===== config.mk =====
export PLATFORM = sky130hd
export DESIGN_NAME = programmer_calculator_engine_unit
export DESIGN_NICKNAME = d
export VERILOG_FILES = /design/src/hdl/pce_pkg.sv /design/src/hdl/programmer_calculator_engine_unit.sv
export SDC_FILE = /design/constraint.sdc
export NUM_CORES = 2
export LEC_CHECK = 0
export BUFFER_PORTS_ARGS = -buffer_cell sky130_fd_sc_hd__buf_4
export CAP_MARGIN = 40
export CORE_MARGIN = 2
export CORE_UTILIZATION = 25
export CTS_BUF_LIST = sky130_fd_sc_hd__clkbuf_4 sky130_fd_sc_hd__clkbuf_8 sky130_fd_sc_hd__clkbuf_16
export DETAILED_ROUTE_END_ITERATION = 6
export PLACE_DENSITY = 0.48
export SLEW_MARGIN = 20
export SYNTH_ARGS = -nofsm -noshare
export SYNTH_HDL_FRONTEND = slang
export SYNTH_SLANG_ARGS = --single-unit

===== constraint.sdc =====
create_clock -name clk -period 16.3 [get_ports clk]
set_input_delay 1.63 -clock clk [delete_from_list [all_inputs] [get_ports clk]]
set_output_delay 1.63 -clock clk [all_outputs]
set_load 0.01 [all_outputs]

===== src/hdl/pce_pkg.sv =====
package pce_pkg;

  localparam int WORD_W = 64;
  localparam int CNT_W  = 6;

  localparam logic [WORD_W-1:0] SIGN_BIT = 64'h8000_0000_0000_0000;
  localparam logic [WORD_W-1:0] TEN      = 64'd10;

  // key kinds
  localparam logic [3:0] KEY_DIGIT  = 4'd0;
  localparam logic [3:0] KEY_OPER   = 4'd1;
  localparam logic [3:0] KEY_EQUALS = 4'd2;
  localparam logic [3:0] KEY_CE     = 4'd3;
  localparam logic [3:0] KEY_AC     = 4'd4;
  localparam logic [3:0] KEY_NEG    = 4'd5;
  localparam logic [3:0] KEY_INV    = 4'd6;
  localparam logic [3:0] KEY_BACK   = 4'd7;
  localparam logic [3:0] KEY_BASE   = 4'd8;
  localparam logic [3:0] KEY_WIDTH  = 4'd9;
  localparam logic [3:0] KEY_SIGN   = 4'd10;
  localparam logic [3:0] KEY_MC     = 4'd11;
  localparam logic [3:0] KEY_MR     = 4'd12;
  localparam logic [3:0] KEY_MADD   = 4'd13;
  localparam logic [3:0] KEY_MSUB   = 4'd14;
  localparam logic [3:0] KEY_MS     = 4'd15;

  // operators
  localparam logic [3:0] OP_NONE = 4'd0;
  localparam logic [3:0] OP_ADD  = 4'd1;
  localparam logic [3:0] OP_SUB  = 4'd2;
  localparam logic [3:0] OP_MUL  = 4'd3;
  localparam logic [3:0] OP_DIV  = 4'd4;
  localparam logic [3:0] OP_MOD  = 4'd5;
  localparam logic [3:0] OP_AND  = 4'd6;
  localparam logic [3:0] OP_OR   = 4'd7;
  localparam logic [3:0] OP_XOR  = 4'd8;
  localparam logic [3:0] OP_SHL  = 4'd9;
  localparam logic [3:0] OP_SHR  = 4'd10;

  // radix codes
  localparam logic [1:0] RADIX_BIN = 2'd0;
  localparam logic [1:0] RADIX_OCT = 2'd1;
  localparam logic [1:0] RADIX_DEC = 2'd2;
  localparam logic [1:0] RADIX_HEX = 2'd3;

  // width codes
  localparam logic [1:0] WIDTH_8  = 2'd0;
  localparam logic [1:0] WIDTH_16 = 2'd1;
  localparam logic [1:0] WIDTH_32 = 2'd2;
  localparam logic [1:0] WIDTH_64 = 2'd3;

  typedef enum logic [2:0] {
    ST_IDLE,
    ST_MUL,
    ST_DIV,
    ST_APPLY,
    ST_DONE
  } state_t;

  typedef enum logic [1:0] {
    SRC_ACC,
    SRC_QUO,
    SRC_REM
  } src_t;

endpackage


===== src/hdl/programmer_calculator_engine_unit.sv =====
// keys that apply no operator go straight to the done state; an operator or
// equals key that resolves add, sub, logic or shift passes through the apply
// state first; when it resolves mul, div or mod, or for a decimal backspace,
// the 64 steps of the shift-add or restoring divide unit run before apply. a
// zero divisor or the 64-bit minimum over minus one goes straight to apply.
// one item at a time: the next item is taken the cycle after the result item
// has gone. sync reset: decimal, 32 bits, signed, all zero
module programmer_calculator_engine_unit
  import pce_pkg::*;
(
  input  logic              clk,
  input  logic              rst,
  input  logic              in_valid,
  output logic              in_stall,
  input  logic [3:0]        operation,
  input  logic [3:0]        digit_value,
  input  logic [3:0]        operator_code,
  input  logic [1:0]        base_choice,
  output logic              out_valid,
  input  logic              out_stall,
  output logic [WORD_W-1:0] display_value,
  output logic [WORD_W-1:0] accum_value,
  output logic [WORD_W-1:0] answer_value,
  output logic [WORD_W-1:0] memory_value,
  output logic [3:0]        pending_code,
  output logic              entry_active,
  output logic [1:0]        radix_code,
  output logic [1:0]        width_code,
  output logic              signed_on,
  output logic              error_flag
);

  state_t state, state_next;

  logic [WORD_W-1:0] display, display_next;
  logic [WORD_W-1:0] accum, accum_next;
  logic [WORD_W-1:0] answer, answer_next;
  logic [WORD_W-1:0] memory, memory_next;
  logic [3:0]        pending, pending_next;
  logic              entry, entry_next;
  logic [1:0]        radix, radix_next;
  logic [1:0]        width, width_next;
  logic              sgn, sgn_next;
  logic              err, err_next;

  logic [3:0]        key_q, key_q_next;
  logic [3:0]        opc_q, opc_q_next;
  src_t              src, src_next;
  logic              neg_res, neg_res_next;
  logic              divz, divz_next;
  logic [CNT_W-1:0]  cnt, cnt_next;
  logic [WORD_W-1:0] acc, acc_next;
  logic [WORD_W-1:0] mp, mp_next;
  logic [WORD_W-1:0] mb, mb_next;
  logic [WORD_W-1:0] dq, dq_next;
  logic [WORD_W-1:0] dr, dr_next;
  logic [WORD_W-1:0] dd, dd_next;

  logic [WORD_W-1:0] m, m_wide;
  logic [WORD_W-1:0] sa, sb, ma, mb_mag, sd, alu, dig_base, dig_val, r;
  logic              big, digit_ok, resolve;
  logic [1:0]        width_inc;
  logic [WORD_W:0]   trial;
  logic [WORD_W-1:0] trial_sub;

  function automatic logic [WORD_W-1:0] width_mask(input logic [1:0] w);
    logic [WORD_W-1:0] res;
    case (w)
      WIDTH_8:  res = 64'h0000_0000_0000_00ff;
      WIDTH_16: res = 64'h0000_0000_0000_ffff;
      WIDTH_32: res = 64'h0000_0000_ffff_ffff;
      default:  res = '1;
    endcase
    return res;
  endfunction

  function automatic logic [WORD_W-1:0] sext(input logic [WORD_W-1:0] v,
                                             input logic [1:0] w);
    logic [WORD_W-1:0] res;
    case (w)
      WIDTH_8:  res = {{56{v[7]}}, v[7:0]};
      WIDTH_16: res = {{48{v[15]}}, v[15:0]};
      WIDTH_32: res = {{32{v[31]}}, v[31:0]};
      default:  res = v;
    endcase
    return res;
  endfunction

  function automatic logic [WORD_W-1:0] mag(input logic [WORD_W-1:0] v);
    return v[WORD_W-1] ? (~v + 1'b1) : v;
  endfunction

  always_comb begin
    m         = width_mask(width);
    width_inc = width + 2'd1;
    m_wide    = width_mask(width_inc);
    sa        = sext(accum, width);
    sb        = sext(display, width);
    sd        = sb;
    ma        = mag(sa);
    mb_mag    = mag(sb);

    // shift count at or past the word width
    case (width)
      WIDTH_8:  big = |display[WORD_W-1:3];
      WIDTH_16: big = |display[WORD_W-1:4];
      WIDTH_32: big = |display[WORD_W-1:5];
      default:  big = |display[WORD_W-1:6];
    endcase

    case (pending)
      OP_ADD: alu = accum + display;
      OP_SUB: alu = accum - display;
      OP_AND: alu = accum & display;
      OP_OR:  alu = accum | display;
      OP_XOR: alu = accum ^ display;
      OP_SHL: alu = big ? '0 : (accum << display[CNT_W-1:0]);
      OP_SHR: begin
        if (sgn) begin
          alu = big ? {WORD_W{sa[WORD_W-1]}}
                    : WORD_W'($signed(sa) >>> display[CNT_W-1:0]);
        end else begin
          alu = big ? '0 : (accum >> display[CNT_W-1:0]);
        end
      end
      default: alu = display;
    endcase

    case (radix)
      RADIX_BIN: digit_ok = (digit_value < 4'd2);
      RADIX_OCT: digit_ok = (digit_value < 4'd8);
      RADIX_DEC: digit_ok = (digit_value < 4'd10);
      default:   digit_ok = 1'b1;
    endcase
    dig_base = entry ? display : '0;
    case (radix)
      RADIX_BIN: dig_val = dig_base << 1;
      RADIX_OCT: dig_val = dig_base << 3;
      RADIX_DEC: dig_val = (dig_base << 3) + (dig_base << 1);
      default:   dig_val = dig_base << 4;
    endcase
    dig_val = (dig_val + WORD_W'(digit_value)) & m;

    resolve = !err && (pending != OP_NONE) &&
              ((operation == KEY_OPER && entry) || operation == KEY_EQUALS);

    // one restoring divide step
    trial     = {dr, dq[WORD_W-1]};
    trial_sub = trial[WORD_W-1:0] - dd;

    case (src)
      SRC_ACC: r = acc;
      SRC_QUO: r = dq;
      default: r = dr;
    endcase
    if (neg_res) r = ~r + 1'b1;
    r = r & m;

    state_next   = state;
    display_next = display;
    accum_next   = accum;
    answer_next  = answer;
    memory_next  = memory;
    pending_next = pending;
    entry_next   = entry;
    radix_next   = radix;
    width_next   = width;
    sgn_next     = sgn;
    err_next     = err;
    key_q_next   = key_q;
    opc_q_next   = opc_q;
    src_next     = src;
    neg_res_next = neg_res;
    divz_next    = divz;
    cnt_next     = cnt;
    acc_next     = acc;
    mp_next      = mp;
    mb_next      = mb;
    dq_next      = dq;
    dr_next      = dr;
    dd_next      = dd;

    unique case (state)
      ST_IDLE: begin
        if (in_valid) begin
          key_q_next   = operation;
          opc_q_next   = operator_code;
          divz_next    = 1'b0;
          neg_res_next = 1'b0;
          src_next     = SRC_ACC;
          cnt_next     = '1;
          dr_next      = '0;
          state_next   = ST_DONE;
          if (resolve) begin
            state_next = ST_APPLY;
            case (pending) inside
              OP_MUL: begin
                mp_next    = accum;
                mb_next    = display;
                acc_next   = '0;
                state_next = ST_MUL;
              end
              OP_DIV, OP_MOD: begin
                if (display == '0) begin
                  divz_next = 1'b1;
                end else if (sgn && width == WIDTH_64 && accum == SIGN_BIT &&
                             display == '1) begin
                  acc_next = '0;
                end else begin
                  src_next   = (pending == OP_DIV) ? SRC_QUO : SRC_REM;
                  state_next = ST_DIV;
                  if (sgn) begin
                    dq_next      = ma;
                    dd_next      = mb_mag;
                    neg_res_next = (pending == OP_DIV) ? (sa[WORD_W-1] ^ sb[WORD_W-1])
                                                       : sa[WORD_W-1];
                  end else begin
                    dq_next = accum;
                    dd_next = display;
                  end
                end
              end
              default: acc_next = alu;
            endcase
          end else begin
            case (operation)
              KEY_DIGIT: begin
                if (digit_ok) begin
                  err_next     = 1'b0;
                  entry_next   = 1'b1;
                  display_next = dig_val;
                end
              end
              KEY_OPER: begin
                if (!err) begin
                  accum_next   = display;
                  pending_next = operator_code;
                  entry_next   = 1'b0;
                end
              end
              KEY_EQUALS: begin
                if (!err) begin
                  answer_next = display;
                  entry_next  = 1'b0;
                end
              end
              KEY_CE: begin
                display_next = '0;
                entry_next   = 1'b0;
                err_next     = 1'b0;
              end
              KEY_AC: begin
                display_next = '0;
                accum_next   = '0;
                pending_next = OP_NONE;
                entry_next   = 1'b0;
                err_next     = 1'b0;
              end
              KEY_NEG: if (!err) display_next = (~display + 1'b1) & m;
              KEY_INV: if (!err) display_next = ~display & m;
              KEY_BACK: begin
                if (entry) begin
                  case (radix)
                    RADIX_BIN: display_next = display >> 1;
                    RADIX_OCT: display_next = display >> 3;
                    RADIX_HEX: display_next = display >> 4;
                    default: begin
                      // decimal goes through the divider, by ten
                      dq_next    = sgn ? mag(sd) : display;
                      dd_next    = TEN;
                      src_next   = SRC_QUO;
                      state_next = ST_DIV;
                    end
                  endcase
                end
              end
              KEY_BASE: begin
                radix_next = base_choice;
                entry_next = 1'b0;
              end
              KEY_WIDTH: begin
                width_next   = width_inc;
                display_next = display & m_wide;
                accum_next   = accum & m_wide;
                entry_next   = 1'b0;
              end
              KEY_SIGN: sgn_next = !sgn;
              KEY_MC:   memory_next = '0;
              KEY_MR: begin
                display_next = memory & m;
                entry_next   = 1'b0;
                err_next     = 1'b0;
              end
              KEY_MADD: memory_next = ((memory & m) + display) & m;
              KEY_MSUB: memory_next = ((memory & m) - display) & m;
              default:  memory_next = display & m;
            endcase
          end
        end
      end
      ST_MUL: begin
        if (mb[0]) acc_next = acc + mp;
        mp_next  = mp << 1;
        mb_next  = mb >> 1;
        cnt_next = cnt - 1'b1;
        if (cnt == '0) state_next = ST_APPLY;
      end
      ST_DIV: begin
        if (trial >= {1'b0, dd}) begin
          dr_next = trial_sub;
          dq_next = {dq[WORD_W-2:0], 1'b1};
        end else begin
          dr_next = trial[WORD_W-1:0];
          dq_next = {dq[WORD_W-2:0], 1'b0};
        end
        cnt_next = cnt - 1'b1;
        if (cnt == '0) state_next = ST_APPLY;
      end
      ST_APPLY: begin
        state_next = ST_DONE;
        if (divz) begin
          err_next     = 1'b1;
          display_next = '0;
          pending_next = OP_NONE;
          entry_next   = 1'b0;
        end else begin
          display_next = r;
          case (key_q)
            KEY_OPER: begin
              accum_next   = r;
              pending_next = opc_q;
              entry_next   = 1'b0;
            end
            KEY_EQUALS: begin
              answer_next  = r;
              pending_next = OP_NONE;
              entry_next   = 1'b0;
            end
            default: ;
          endcase
        end
      end
      ST_DONE: begin
        if (!out_stall) state_next = ST_IDLE;
      end
      default: state_next = ST_IDLE;
    endcase
  end

  always_ff @(posedge clk) begin
    if (rst) begin
      state   <= ST_IDLE;
      display <= '0;
      accum   <= '0;
      answer  <= '0;
      memory  <= '0;
      pending <= OP_NONE;
      entry   <= 1'b0;
      radix   <= RADIX_DEC;
      width   <= WIDTH_32;
      sgn     <= 1'b1;
      err     <= 1'b0;
      divz    <= 1'b0;
    end else begin
      state   <= state_next;
      display <= display_next;
      accum   <= accum_next;
      answer  <= answer_next;
      memory  <= memory_next;
      pending <= pending_next;
      entry   <= entry_next;
      radix   <= radix_next;
      width   <= width_next;
      sgn     <= sgn_next;
      err     <= err_next;
      divz    <= divz_next;
    end
  end

  always_ff @(posedge clk) begin
    key_q   <= key_q_next;
    opc_q   <= opc_q_next;
    src     <= src_next;
    neg_res <= neg_res_next;
    cnt     <= cnt_next;
    acc     <= acc_next;
    mp      <= mp_next;
    mb      <= mb_next;
    dq      <= dq_next;
    dr      <= dr_next;
    dd      <= dd_next;
  end

  assign in_stall      = (state != ST_IDLE);
  assign out_valid     = (state == ST_DONE);
  assign display_value = display;
  assign accum_value   = accum;
  assign answer_value  = answer;
  assign memory_value  = memory;
  assign pending_code  = pending;
  assign entry_active  = entry;
  assign radix_code    = radix;
  assign width_code    = width;
  assign signed_on     = sgn;
  assign error_flag    = err;

endmodule

==> flow_summary.toml <==
[global_routing]
busiest_layer = "met2"
grt_overflow = 0
antenna_found_initial = 49
grt_pass1_vias = 86800
met2_usage = 0.479
gr-usage-all-layers = 0.337
grt_util_met1 = 0.435
grt_start_max_net_pins = 163
grt_use_met3 = 0.0799
grt_pass1_wl_microns = 768000

[clock_network]
holdBufCountCts = 0
cts_tree = "built"
cts_sinks = 672
cts_resized = 0
cts_buffer_depth = 3
cts_buffers = 95
cts-root-buf = "clkbuf_16"
clk_latency_ns = 0.83
htreeDepth = 3
postCtsSetupBuffers = 0
clk_pin_slew_worst_paths_ns = 0.06

[logic_synthesis]
synth_area_leaders = "edfxtp_1 15%, a21oi_1 7.6%, o21ai_0 7.3%"
async_reset_ff_frac = 0
yosysWarnings = 0
synth_top_area_frac = 0.149
postSynthCellCount = 11300
avgSynthCellArea_sq_um = 7.15
synth-seq-cells = 672
syn_nets = 11700
yosysUniqueCellTypes = 115
synth_seq_area_share = 0.217
netlist_area_sq_um = 80600
synth_top_area_cell = "edfxtp_1"
ys.flop_type = "edfxtp_1"
synth_edf_count = 401

[drt]
antenna_left = 0
wl_per_cell_microns = 36.8
dr.pass1.iters = 7
drtIter0Drc = 14800
wl_microns = 574000
drc = 1
vias = 95600
vias_per_cell = 6.12

[timing]
slew_headroom = 0.251
post-route-min-period_ns = 8.88
fmax_mhz = 113
min_period_over_period = 0.545
slew_viol_final = 0
finalClockSkew_ns = 0.113
rsz0062_at_grt = "no"
final-hold-violation-count = 0
setup_tns_ns = 0
tightest_slew_ns = 1.12
setup_viol = 0
final.setup.worst_slack_ns = 7.42
holdWs_ns = 0.497

[placed_design]
dp.cells = 15400
dp_worst_setup_slack_ns = 7.13
place_hpwl_microns = 444000
gp_congestion = 1.06
io_buffers = 286

[critical_path]
cp-end-kind = "flop"
criticalPathCategory = "reg -> reg"
worst_setup_path_start_kind = "flop"
slowest_stage = "o31ai_1"
cp.arrival_ns = 9.39
worstPathMaxFanout = 33
cp_top_family = "compound AO/OA/AOI/OAI gates"
slowest_delay_ns = 0.69
critPathRequiredTime_ns = 16.81
path_buf_inv = 2

[finish]
finalNonFillerCells = 15600
fillCellCount = 35500
drive_gt1_frac = 0.120
nets = 11600
seqCellArea_sq_um = 17600
multi_input_area_sq_um = 58400
area_delta_synth_final_pct = 14.7

[outcome]
status = "finished, violations left"
violations = "DRC"

[power]
powerDensity_nw_per_um2 = 101
p_leak_nw = 36.4
fin_total_pwr_mw = 9.32
ir_drop_uv = 97.4

[die]
dieHeight_microns = 572
die_x_microns = 572
start_util = 0.251
coreArea_sq_um = 321000
rows = 208
dieArea_sq_um = 327000
io_pins = 287

[min_path]
hp-class = "reg -> reg"

[flow_run]
max_cap_violations = 0
[worst min-delay path, delay by kind of cell, from the launching register on]
kind / cells / cell delay [ns]
and+or+nand+nor: 1 / 0.08
DFF: 1 / 0.32
AOI/OAI and AO/OA: 1 / 0.06
[where the power goes]
group / internal [mW] / total (mW) / switching [mW]
clock: 1.25 / 2.26 / 1.01
sequential: 1.95 / 2.16 / 0.209
combinational: 1.42 / 4.89 / 3.47
total: 4.63 / 9.32 / 4.69
[flip-flops by register name, indices dropped and copies added, names as in the netlist]
signal,count
accum_value,64
dq,64
width_code,2
entry_active,1
mb,64
acc,64
error_flag,1
radix_code,2
mp,64
divz,1
opc_q,4
cnt,6
dr,64
neg_res,1
answer_value,64
display_value,64
key_q,4
pending_code,4
src,2
signed_on,1
state,3
memory_value,64
dd,64
[layout make-up]
type,count,share of cell area
Timing Repair Buffer,835,0.0710
Antenna cell,43,0.00116
Inverter,320,0.0132
Clock buffer,126,0.0299
Clock inverter,54,0.00531
Sequential cell,672,0.190
Multi-Input combinational cell,9265,0.631
Tap cell,4305,0.0583
[synth_stat cells, drive strengths merged, types with 21 or more instances]
| cell type | n |
|---|---|
| mux2 | 75 |
| nand2 | 1115 |
| or3 | 57 |
| a211o | 38 |
| a222oi | 49 |
| nor2 | 1335 |
| or2 | 34 |
| a22o | 29 |
| o2111ai | 21 |
| o31ai | 86 |
| ha | 414 |
| nor3 | 237 |
| o211ai | 133 |
| a2111oi | 30 |
| o21ai | 1184 |
| o21a | 59 |
| nand4 | 114 |
| a22oi | 133 |
| xnor2 | 354 |
| nand2b | 91 |
| and2 | 113 |
| nand3 | 272 |
| a221o | 40 |
| clkbuf | 782 |
| nor4 | 73 |
| edfxtp | 401 |
| a21o | 251 |
| inv | 295 |
| buf | 230 |
| nor2b | 75 |
| dfxtp | 271 |
| o22ai | 112 |
| and3 | 79 |
| a21boi | 21 |
| xor2 | 204 |
| clkinv | 25 |
| mux2i | 384 |
| a221oi | 128 |
| o21bai | 55 |
| o221ai | 53 |
| a31oi | 97 |
| a211oi | 159 |
| mux4 | 46 |
| a21oi | 1230 |
[cells in the final DEF, fill, tap and decap left out, drive strengths merged, types with 271 or more instances in the layout]
cell / synthesis / layout
a21oi: 1230 / 1230
buf: 230 / 820
dfxtp: 271 / 271
edfxtp: 401 / 401
ha: 414 / 414
inv: 295 / 302
mux2i: 384 / 384
nand2: 1115 / 1115
nand3: 272 / 272
nor2: 1335 / 1335
o21ai: 1184 / 1184
xnor2: 354 / 354
[worst paths after layout]
| path | slack, ns | from | depth (start not counted) | end |
|---|---|---|---|---|
| max | 7.42 | display_value[0] | 26 | acc[59] |
| min | 0.50 | accum_value[41] | 2 | accum_value[41] |
| max reg2reg | 7.42 | display_value[0] | 26 | acc[59] |
| min reg2reg | 0.50 | accum_value[41] | 2 | accum_value[41] |
[logic make-up after synthesis]
group	count (synthesis)	synth area share
mux	505	0.0711
xor+xnor	558	0.0607
flops	672	0.217
fa+ha+maj	426	0.0664
compound gates	4096	0.316
buf+inv	1332	0.0645
simple gates	3680	0.204
[per-layer routing]
layer | routed length [microns] | up-vias
li1 | - | 41200
met1 | 231000 | 46800
met2 | 231000 | 6189
met3 | 58200 | 1262
met4 | 53700 | 24
met5 | 156 | -
[metrics by stage]
| stage | area [sq um] | util |
|---|---|---|
| floorplan | 80600 | - |
| global placement | 87900 | 0.274 |
| detailed placement | 88800 | 0.277 |
| CTS | 92100 | 0.287 |
| global route | 92400 | 0.288 |
| finish | 92500 | 0.288 |
(Power assumes the default switching activity.)
